File: config.mk
export PLATFORM = sky130hd
export DESIGN_NAME = led_beat_slot_scheduler
export DESIGN_NICKNAME = d
export VERILOG_FILES = /design/src/design/lbss_pkg.sv /design/src/design/lbss_ram.sv /design/src/design/led_beat_slot_scheduler.sv
export SDC_FILE = /design/constraint.sdc
export NUM_CORES = 1
export LEC_CHECK = 0
export BUFFER_PORTS_ARGS = -buffer_cell sky130_fd_sc_hd__buf_2
export CAP_MARGIN = 20
export CELL_PAD_IN_SITES_DETAIL_PLACEMENT = 0
export CELL_PAD_IN_SITES_GLOBAL_PLACEMENT = 1
export CORE_MARGIN = 2
export CORE_UTILIZATION = 54
export CTS_CLUSTER_DIAMETER = 80
export DETAILED_ROUTE_END_ITERATION = 7
export GPL_ROUTABILITY_DRIVEN = 0
export PLACE_DENSITY_LB_ADDON = 0.2
export SYNTH_ARGS = -nofsm -noshare
export SYNTH_HDL_FRONTEND = slang
export SYNTH_HIERARCHICAL = 1
export SYNTH_SLANG_ARGS = --single-unit
File: constraint.sdc
create_clock -name clock -period 15.3 [get_ports clock]
set_clock_uncertainty 0.1 [all_clocks]
set_input_delay 1.53 -clock clock [delete_from_list [all_inputs] [get_ports clock]]
set_output_delay 1.53 -clock clock [all_outputs]
set_load 0.1 [all_outputs]
File: src/design/lbss_pkg.sv
`timescale 1ns / 1ps
// lbss_pkg: shared types and constants of the led beat slot scheduler
// depends on nothing; used by the scheduler top level and its checker

package lbss_pkg;

   // item kind carried on req_tuser
   localparam logic [1:0] FUNC_WRITE  = 2'd0;
   localparam logic [1:0] FUNC_TICK   = 2'd1;
   localparam logic [1:0] FUNC_ADJUST = 2'd2;

   // configuration register word addresses
   localparam logic REG_BEAT_TICKS = 1'b0;

   localparam logic [7:0] BEAT_TIME_RESET = 8'd2;
   localparam logic [7:0] MIN_TICKS       = 8'd2;
   localparam logic [7:0] DOUBLE_DITHER_LIMIT = 8'd8;

   typedef struct packed {
      logic [7:0] value;
      logic [7:0] port;
      logic [7:0] dir;
   } slot_entry_type;

   // dither sequence 0, 3, 1, 2
   function automatic logic [1:0] next_dither(input logic [1:0] d);
      logic [1:0] t;
      t = d ^ 2'd2;
      if (t[1]) begin
         t = t ^ 2'd1;
      end
      return t;
   endfunction

endpackage

File: src/design/lbss_ram.sv
`timescale 1ns / 1ps
// lbss_ram: generic single-write, single-read ram with registered read data
// depends on nothing

module lbss_ram #(
   parameter int WIDTH = 24,
   parameter int DEPTH = 13
) (
   input  logic                     clock,
   input  logic                     wr_en,
   input  logic [$clog2(DEPTH)-1:0] wr_addr,
   input  logic [WIDTH-1:0]         wr_data,
   input  logic                     rd_en,
   input  logic [$clog2(DEPTH)-1:0] rd_addr,
   output logic [WIDTH-1:0]         rd_data
);

   logic [WIDTH-1:0] mem [DEPTH];
   logic [WIDTH-1:0] rd_data_ff;

   always_ff @(posedge clock) begin
      if (wr_en) begin
         mem[wr_addr] <= wr_data;
      end
      if (rd_en) begin
         rd_data_ff <= mem[rd_addr];
      end
   end

   assign rd_data = rd_data_ff;

endmodule

File: src/design/led_beat_slot_scheduler.sv
`timescale 1ns / 1ps
// led_beat_slot_scheduler: top level, multiplexed led time-slot scheduler
// path: a tick item reaches rsp through the ram read data register and then the result
//   register, and it waits in stage 1 while the result is stalled
// throughput: one item per cycle; the slot pointer feeds back into the ram read address
//   in the same cycle, and a stalled result holds the input off until it is taken
// reset: synchronous, clears pointer, beat time (to two), dither, beat counter, adjustment,
//   beat_ticks and the handshake state; slot entries stay undefined until written
// depends on lbss_pkg and lbss_ram

module led_beat_slot_scheduler
   import lbss_pkg::*;
#(
   parameter int SLOTS = 13
) (
   input  logic        clock,
   input  logic        reset,
   // input item channel
   input  logic        req_tvalid,
   output logic        req_tready,
   // [3:0] slot_index, [11:4] slot_dir, [19:12] slot_port, [27:20] slot_value,
   // [35:28] beat_adjust_in, [39:36] zero
   input  logic [39:0] req_tdata,
   // [1:0] func
   input  logic [1:0]  req_tuser,
   // result channel
   output logic        rsp_tvalid,
   input  logic        rsp_tready,
   // [7:0] port_bits, [15:8] led_dir, [16] led_blank, [24:17] compare_value,
   // [25] beat_started, [33:26] beat_count, [39:34] zero
   output logic [39:0] rsp_tdata,
   // configuration port
   input  logic        csr_psel,
   input  logic        csr_penable,
   input  logic        csr_pwrite,
   input  logic [2:0]  csr_paddr,
   input  logic [31:0] csr_pwdata,
   output logic [31:0] csr_prdata,
   output logic        csr_pready
);

   localparam int AW = $clog2(SLOTS);
   localparam logic [AW-1:0] LAST_SLOT = AW'(SLOTS - 1);

   // input field split
   logic [1:0] req_func;
   logic [3:0] req_slot_index;
   slot_entry_type req_entry;
   logic [7:0] req_adjust;

   assign req_func          = req_tuser;
   assign req_slot_index    = req_tdata[3:0];
   assign req_entry.dir     = req_tdata[11:4];
   assign req_entry.port    = req_tdata[19:12];
   assign req_entry.value   = req_tdata[27:20];
   assign req_adjust        = req_tdata[35:28];

   // configuration register
   logic [7:0] beat_ticks_ff;
   logic       csr_write;

   assign csr_pready = 1'b1;
   assign csr_write  = csr_psel & csr_penable & csr_pwrite & csr_pready;
   assign csr_prdata = (csr_paddr[2] == REG_BEAT_TICKS) ? {24'd0, beat_ticks_ff} : 32'd0;

   // scheduler state
   logic [AW-1:0] ptr_ff;
   logic [7:0]    time_left_ff;
   logic [1:0]    dither_ff;
   logic [7:0]    beat_count_ff;
   logic [7:0]    adjust_ff;

   // stage 1: item waiting on the ram read data
   logic       s1_valid_ff;
   logic [1:0] s1_func_ff;
   logic [7:0] s1_adjust_ff;

   // result register
   logic        rsp_valid_ff;
   logic [7:0]  rsp_port_ff;
   logic [7:0]  rsp_dir_ff;
   logic        rsp_blank_ff;
   logic [7:0]  rsp_compare_ff;
   logic        rsp_started_ff;
   logic [7:0]  rsp_count_ff;

   logic out_free;
   logic s1_advance;
   logic s1_tick;
   logic s1_tick_fire;
   logic req_accept;

   assign out_free     = ~rsp_valid_ff | rsp_tready;
   assign s1_tick      = s1_valid_ff & (s1_func_ff == FUNC_TICK);
   assign s1_advance   = ~s1_tick | out_free;
   assign s1_tick_fire = s1_tick & out_free;
   assign req_tready   = s1_advance;
   assign req_accept   = req_tvalid & req_tready;

   // slot memory: writes land at accept, tick reads issue at accept, so all
   // memory accesses stay in item order and never collide
   logic           ram_wr_en;
   logic           ram_rd_en;
   logic [AW-1:0]  ram_rd_addr;
   slot_entry_type ram_rd_data;
   logic [AW-1:0]  ptr_in;

   assign ram_wr_en = req_accept & (req_func == FUNC_WRITE)
                    & ({2'b00, req_slot_index} < 6'(SLOTS));
   assign ram_rd_en   = req_accept & (req_func == FUNC_TICK);
   assign ram_rd_addr = ptr_in;

   lbss_ram #(
      .WIDTH ($bits(slot_entry_type)),
      .DEPTH (SLOTS)
   ) u_slot_ram (
      .clock   (clock),
      .wr_en   (ram_wr_en),
      .wr_addr (AW'(req_slot_index)),
      .wr_data (req_entry),
      .rd_en   (ram_rd_en),
      .rd_addr (ram_rd_addr),
      .rd_data (ram_rd_data)
   );

   // tick arithmetic on the slot just read
   logic [7:0] v;
   logic [7:0] dither8;
   logic [7:0] h_sum;
   logic [7:0] h_raw;
   logic       blank;
   logic [7:0] h_min;
   logic [7:0] h_clip;
   logic [7:0] time_after;
   logic       beat_end;
   logic       started;
   logic [AW-1:0] ptr_inc;
   logic [7:0] beat_count_in;
   logic [7:0] time_left_in;

   always_comb begin
      v       = ram_rd_data.value;
      dither8 = {6'd0, dither_ff};
      // small values get the dither twice
      h_sum   = v + ((v < DOUBLE_DITHER_LIMIT) ? dither8 : 8'd0) + dither8;
      h_raw   = h_sum >> 2;
      blank   = h_raw < MIN_TICKS;
      h_min   = blank ? MIN_TICKS : h_raw;
      // clip to the rest of the beat; the list terminator takes all of it
      h_clip  = ((h_min > time_left_ff) || (v == 8'd0)) ? time_left_ff : h_min;
      time_after = time_left_ff - h_clip;
      beat_end   = time_after < MIN_TICKS;
      started    = (ptr_ff == '0);
      ptr_inc    = (ptr_ff == LAST_SLOT) ? ptr_ff : AW'(ptr_ff + 1'b1);
      beat_count_in = started ? 8'(beat_count_ff + 8'd1) : beat_count_ff;
      time_left_in  = beat_end ? 8'(time_after + adjust_ff + beat_ticks_ff) : time_after;
      if (s1_tick_fire) begin
         ptr_in = beat_end ? '0 : ptr_inc;
      end else begin
         ptr_in = ptr_ff;
      end
   end

   // control and state registers
   always_ff @(posedge clock) begin
      if (reset) begin
         beat_ticks_ff <= 8'd0;
         ptr_ff        <= '0;
         time_left_ff  <= BEAT_TIME_RESET;
         dither_ff     <= 2'd0;
         beat_count_ff <= 8'd0;
         adjust_ff     <= 8'd0;
         s1_valid_ff   <= 1'b0;
         rsp_valid_ff  <= 1'b0;
      end else begin
         if (csr_write && (csr_paddr[2] == REG_BEAT_TICKS)) begin
            beat_ticks_ff <= csr_pwdata[7:0];
         end

         // only ticks and adjustments need stage 1
         if (s1_advance) begin
            s1_valid_ff <= req_accept
                         & ((req_func == FUNC_TICK) | (req_func == FUNC_ADJUST));
         end

         ptr_ff <= ptr_in;
         if (s1_tick_fire) begin
            time_left_ff  <= time_left_in;
            beat_count_ff <= beat_count_in;
            if (beat_end) begin
               adjust_ff <= 8'd0;
               dither_ff <= next_dither(dither_ff);
            end
         end else if (s1_valid_ff && (s1_func_ff == FUNC_ADJUST)) begin
            adjust_ff <= s1_adjust_ff;
         end

         if (s1_tick_fire) begin
            rsp_valid_ff <= 1'b1;
         end else if (rsp_tready) begin
            rsp_valid_ff <= 1'b0;
         end
      end
   end

   // payload registers
   always_ff @(posedge clock) begin
      if (s1_advance) begin
         s1_func_ff   <= req_func;
         s1_adjust_ff <= req_adjust;
      end
      if (s1_tick_fire) begin
         rsp_port_ff    <= ram_rd_data.port;
         rsp_dir_ff     <= ram_rd_data.dir;
         rsp_blank_ff   <= blank;
         rsp_compare_ff <= h_clip - 8'd1;
         rsp_started_ff <= started;
         rsp_count_ff   <= beat_count_in;
      end
   end

   assign rsp_tvalid = rsp_valid_ff;
   assign rsp_tdata  = {6'd0, rsp_count_ff, rsp_started_ff, rsp_compare_ff,
                        rsp_blank_ff, rsp_dir_ff, rsp_port_ff};

endmodule

# == Word-level counts from Yosys, hierarchy flattened ==
# Memories as Yosys holds them, arrays and structs flattened. A register that Yosys moved wholly into a read port is not among the register bits.
# Index checks and enable logic that the tools add are counted.
# classes
add_sub_neg,8
n_lt_le_gt_ge,5
n_eq_ne,6
n_mux,16
bitwise_logic,17
n_reduce_logical,11
# op_table
op,n
$mux W8,7
$add A8 B2 Y8,2
$add A8 B8 Y8,2
$mux W4,3
$and A1 B1 Y1,9
$add A8 B1 Y8 const B,1
$gt A6 B8 Y1,1
$logic_not A8 Y1,1
$lt A8 B2 Y1 const B,1
$lt A8 B4 Y1 const B,1
$sub A8 B1 Y8 const B,1
$sub A8 B8 Y8,1
$lt A6 B2 Y1 const B,1
$mux W6,1
$not A1 Y1,5
$add A4 B1 Y4 const B,1
$eq A2 B1 Y1 const B,2
$eq A2 B2 Y1 const B,2
$eq A4 B4 Y1 const B,1
$logic_not A4 Y1,1
$lt A4 B4 Y1 const B,1
$mux W1,4
$reduce_and A2 Y1,2
$reduce_bool A2 Y1,2
other kinds (7),10
# totals
regBits,84
ram_bits,312
inputBits,84
output_inout_bits,75
wordCells,81
mem_count,1
# mem_list
memory,words,width,rd,rd_clocked_by_memory_dff,wr,line,text
u_slot_ram.mem,13,24,1,1,1,lbss_ram.sv:18,logic [WIDTH-1:0] mem [DEPTH];

# == Logic depth before layout (Yosys ltp) ==
# logic_depth
depth_word,13
depth_mapped,36
mapped_depth_nobuf,32

# == Hierarchy ==
# Netlist, hierarchy kept.
# by_module_without_submodules
module,instances,cells_each,area_each_um2,seq_area_each_um2
lbss_ram,1,530,12528.3,10089.7
led_beat_slot_scheduler,1,511,4998.5,2122.0

# == Worst setup path before layout ==
# No wires, ideal clock.
# synth_path
path_kind,reg-to-reg
startpoint,"register u_slot_ram.rd_data_ff[19] (netlist: u_slot_ram/rd_data[19]), read port of u_slot_ram.mem"
endpoint,"register u_slot_ram.rd_data_ff[11] (netlist: u_slot_ram/rd_data[11]), read port of u_slot_ram.mem, data pin"
setup_ps,270
t_arrival_ps,7402
required_time_ps,14930
setup_slack_ps,7527
path_stages_with_launch,35
path_buffers,6
period_less_slack_ps,7773
cell_sequence,edfxtp_1 clkbuf_1 nor3_1 and2_1 nand2_1 fa_1 or2_2 fa_1 and4b_1 a32oi_1 a22oi_1 o21bai_1 ha_1 nor2b_1 o21a_1 o311ai_4 and2_1 clkbuf_1 a21o_1 ha_1 fa_1 nor2b_4 o21a_1 or3_1 a221o_1 or2_1 buf_6 o22ai_1 nand2_1 buf_6 buf_6 or2_2 buf_2 o22ai_1 a21oi_1
# synth_between
elab_chain_cells,13
elab_cells_between_ends,14
cone_classes,add/sub (3); order compare (4); mux (5); reduce/logical (2)
# synth_rtl
item,line,text
from (decl),lbss_ram.sv:19,logic [WIDTH-1:0] rd_data_ff;
$lt A8 B4 Y1,led_beat_slot_scheduler.sv:145,h_sum = v + ((v < DOUBLE_DITHER_LIMIT) ? dither8 : 8'd0) + dither8;
$mux W2,led_beat_slot_scheduler.sv:145,
$add A8 B2 Y8 (*) (2 in a row),led_beat_slot_scheduler.sv:145,
$lt A6 B2 Y1 (*),led_beat_slot_scheduler.sv:147,blank = h_raw < MIN_TICKS;
net blank,led_beat_slot_scheduler.sv:131,logic blank;
$mux W6 (*),led_beat_slot_scheduler.sv:148,h_min = blank ? MIN_TICKS : h_raw;
$gt A6 B8 Y1,led_beat_slot_scheduler.sv:150,h_clip = ((h_min > time_left_ff) || (v == 8'd0)) ? time_left_ff : h_min;
$logic_or A1 B1 Y1,led_beat_slot_scheduler.sv:150,
$mux W8 (*),led_beat_slot_scheduler.sv:150,
$sub A8 B8 Y8 (*),led_beat_slot_scheduler.sv:151,time_after = time_left_ff - h_clip;
$lt A8 B2 Y1 (*),led_beat_slot_scheduler.sv:152,beat_end = time_after < MIN_TICKS;
$mux W4 (*),led_beat_slot_scheduler.sv:158,ptr_in = beat_end ? '0 : ptr_inc;
$mux W4 (*),led_beat_slot_scheduler.sv:157,if (s1_tick_fire) begin
net ptr_in[0],led_beat_slot_scheduler.sv:106,logic [AW-1:0] ptr_in;
# The timed path passes the listed nets; every way through them passes the cells marked *.
# A chain may end at the register's enable or synchronous reset.

# == Worst setup path after layout ==
# layout_path
startpoint,"register u_slot_ram.rd_data_ff[19] (netlist: u_slot_ram/rd_data[19]), read port of u_slot_ram.mem"
endpoint,"register u_slot_ram.rd_data_ff[6] (netlist: u_slot_ram/rd_data[6]), read port of u_slot_ram.mem, data pin"
# The elaborated chain is that of the path after synthesis.

==> impl_metrics.csv <==
group,metric,value,unit
clock_network,post_cts_buffers,0,
placed_design,place_area,18380,µm²
clock_network,cts-root-buf,"clkbuf_16",
logic_synthesis,async_flop_share,0,
logic_synthesis,synthesis.area,17530,µm²
route,drt_iter0_drc,712,
critical_path,worstPathArrival,9.78,ns
layout,fin_nets,1277,
die,die-area,33910,µm²
route,drt_first_pass_iters,5,
sta,worst_slack,5.678,ns
route,drt-met1-wl,14.91,mm
placed_design,dp_hpwl,20.00,mm
route,wl_met2,17.49,mm
logic_synthesis,ys_types,67,
logic_synthesis,synth_flop_cell,"edfxtp_1",
layout,final_cell_area,19730,µm²
layout,final_layout_size_suffix_gt1_frac,0.2331,
global_routing,grtUsageTotal,0.2125,
clock_network,cts_buffers,44,
clock_network,cts_buffer_depth,3,
placed_design,dpl.cell_count,1545,
clock_network,htree_levels,2,
critical_path,reg2reg_slack,5.68,ns
logic_synthesis,yosys.area.top_type_share,0.6511,
sta,worst_pin_slew,1.017,ns
clock_network,clk_pin_slew_worst_paths,0.06,ns
route,num_vias,9308,
power_and_ir_drop,ir_worst_vdd,0.09349,mV
sta,slew-limit-headroom,0.3217,
power_and_ir_drop,pwr_density_cell,121.8,nW/µm²
global_routing,grt_max_degree,53,
critical_path,endpoint_kind,"flop",
logic_synthesis,ys_warn_count,6,
sta,fin_setup_tns,0,ns
job,max_cap_viol_count,0,
die,initial_core_util,0.5512,
global_routing,grt_pass1_vias,9290,
sta,hold_viol,0,
clock_network,clock_sinks,420,
route,wl_per_cell,21.65,µm
route,routed.top_layer,"met5",
route,drt_wl_total,35.07,mm
power_and_ir_drop,p_leak,0.006541,µW
die,die_height,184.2,µm
critical_path,critPathMaxFanout,44,
logic_synthesis,avgSynthCellArea,16.84,µm²
critical_path,critical-path-slowest-cell,"buf_4",
route,vias_per_cell,5.746,
clock_network,clock_latency,0.55,ns
route,wl_met3,2.070,mm
global_routing,grt_overflow,0,
placed_design,io_buffers,97,
logic_synthesis,synth-edff-count,380,
sta,fmax,0.1039,GHz
logic_synthesis,yosysTopAreaCell,"edfxtp_1",
route,drc,0,
logic_synthesis,ys_top_cells_by_area,"edfxtp_1 (65%), mux4_2 (9.3%), dfxtp_1 (4.6%)",
critical_path,r2r-end,"u_slot_ram/rd_data[6]",
die,fp.dieW,184.2,µm
global_routing,grt_pass1_wl,53.65,mm
clock_network,cts_tree,"done",
route,ant_nets,0,
min_path,min_path_type,"reg -> reg",
critical_path,critPathCapture,"u_slot_ram/rd_data[6]",
logic_synthesis,synth_cells,1041,
logic_synthesis,seq_area_frac_synth,0.6967,
layout,finalNonFillerCells,1620,
global_routing,antenna_found_initial,3,
sta,drv_slew,0,
critical_path,critical_path.max_stage_delay,0.67,ns
critical_path,cp-startpoint,"u_slot_ram/rd_data[19]",
clock_network,cts_resized,0,
critical_path,rr_worst_depth,30,
critical_path,cp.required,15.46,ns
die,coreArea,31800,µm²
critical_path,worstSetupPathType,"reg -> reg",
critical_path,rr_startpoint,"u_slot_ram/rd_data[19]",
sta,rsz0062_at_grt,"false",
placed_design,dpl_worst_slack,5.719,ns
sta,setup_violations,0,
sta,fin_crit_sh,0.6289,
die,num_rows,65,
layout,area_growth,12.56,%
logic_synthesis,ys_ff_latch,420,
critical_path,start_kind,"flop",
die,io_pins,159,
sta,fin_crit,9.622,ns
clock_network,ctsHoldBuffers,0,
status,status,"completed",
per-stage QoR:
stage | hold WS, ns | util | power, µW
final | 0.3168 | 0.6204 | 2402
after floorplan | 0.3003 | - | 1403
after detailed placement | 0.3054 | 0.5781 | 1435
after global routing | 0.3219 | 0.6204 | 2486
after CTS | 0.3193 | 0.6203 | 2424
after global placement | 0.3022 | 0.5781 | 1433
layer usage:
layer	track usage	vias up
met1	0.2911	4725
met4	0.05312	4
met3	0.03102	54
li1	-	4239
met5	0	-
met2	0.3629	286
flip-flops by register name (all words and copies together), names as in the netlist:
register            flops
u_slot_ram/mem        312
u_slot_ram/rd_data     24
adjust_ff               8
beat_count_ff           8
beat_ticks_ff           8
rsp_compare_ff          8
rsp_count_ff            8
rsp_dir_ff              8
rsp_port_ff             8
s1_adjust_ff            8
time_left_ff            8
ptr_ff                  4
dither_ff               2
s1_func_ff              2
rsp_blank_ff            1
rsp_started_ff          1
rsp_tvalid              1
s1_valid_ff             1
cell families (layout without fill, tap and decap cells):
kind of cell / count (synthesis) / in the layout / synth area share
DFF: 420 / 420 / 0.6967
and+or+nand+nor: 183 / 183 / 0.05504
AOI/OAI and AO/OA: 148 / 148 / 0.05476
buffers and inverters: 121 / 235 / 0.03826
muxes: 100 / 100 / 0.1087
adders and majority gates: 37 / 37 / 0.03112
xor gates and xnor gates: 30 / 30 / 0.01499
other: 2 / 32 / 0.0004285
how the worst min path moves through the flow:
stage | start | end | slack (ns) | depth (start not counted)
final | u_slot_ram/rd_data[15] | rsp_port_ff[7] | 0.32 | 0
after global placement | u_slot_ram/rd_data[6] | rsp_dir_ff[6] | 0.30 | 0
after global routing | u_slot_ram/rd_data[1] | rsp_dir_ff[1] | 0.32 | 0
after CTS | u_slot_ram/rd_data[15] | rsp_port_ff[7] | 0.32 | 0
after detailed placement | u_slot_ram/rd_data[15] | rsp_port_ff[7] | 0.31 | 0
after floorplan | u_slot_ram/rd_data[0] | rsp_dir_ff[0] | 0.30 | 0
area by class of cell:
type | count | area (µm²)
antenna | 1 | 2.502
clock buffer | 51 | 1149
clock inverter | 23 | 193.9
fill | 2350 | 12070
inverter | 44 | 165.2
multi-input combinational | 529 | 4826
sequential | 420 | 12210
tap | 435 | 544.3
timing repair buffer | 117 | 635.6
where the power goes:
group,switching [µW],internal [µW]
clock,422,570
sequential,4.46,1260
combinational,105,40.2
total,531,1870
critical path: cells and delay by family (launching register included):
kind / cells / cell delay [ns]
muxes: 1 / 0.59
AOI/OAI and AO/OA: 13 / 3.16
and+or+nand+nor: 10 / 2.48
buffers and inverters: 2 / 0.77
adders and majority gates: 4 / 1.67
DFF: 1 / 0.53
cell usage in the layout, fill, tap and decap left out, types with 11 or more instances in the layout:
cell type  instances
nor2_1            33
buf_2             97
o21ai_0           14
nand2_1           41
conb_1            31
clkbuf_16         45
nor2b_1           13
o22ai_1           25
xor2_1            11
fa_1              11
clkinv_1          13
xnor2_1           19
nand3b_1          13
mux4_2            72
ha_1              26
dfxtp_1           40
a21oi_1           53
buf_4             20
edfxtp_1         380
mux2i_1           26
inv_1             43
synthesized netlist by cell type (7+ instances only):
cell	n
nand3_1	10
buf_6	7
mux2i_1	26
or3_1	7
edfxtp_1	380
o22ai_1	25
a21oi_1	55
inv_1	43
xor2_1	11
nor2b_1	13
o32ai_1	9
nand3b_1	13
nand2_1	43
ha_1	26
a211oi_1	8
buf_4	37
nor2_1	42
clkbuf_1	21
fa_1	11
dfxtp_1	40
o21ai_0	14
buf_2	11
xnor2_1	19
nor3_1	9
mux4_2	72
Power figures use the tool's default switching activity.
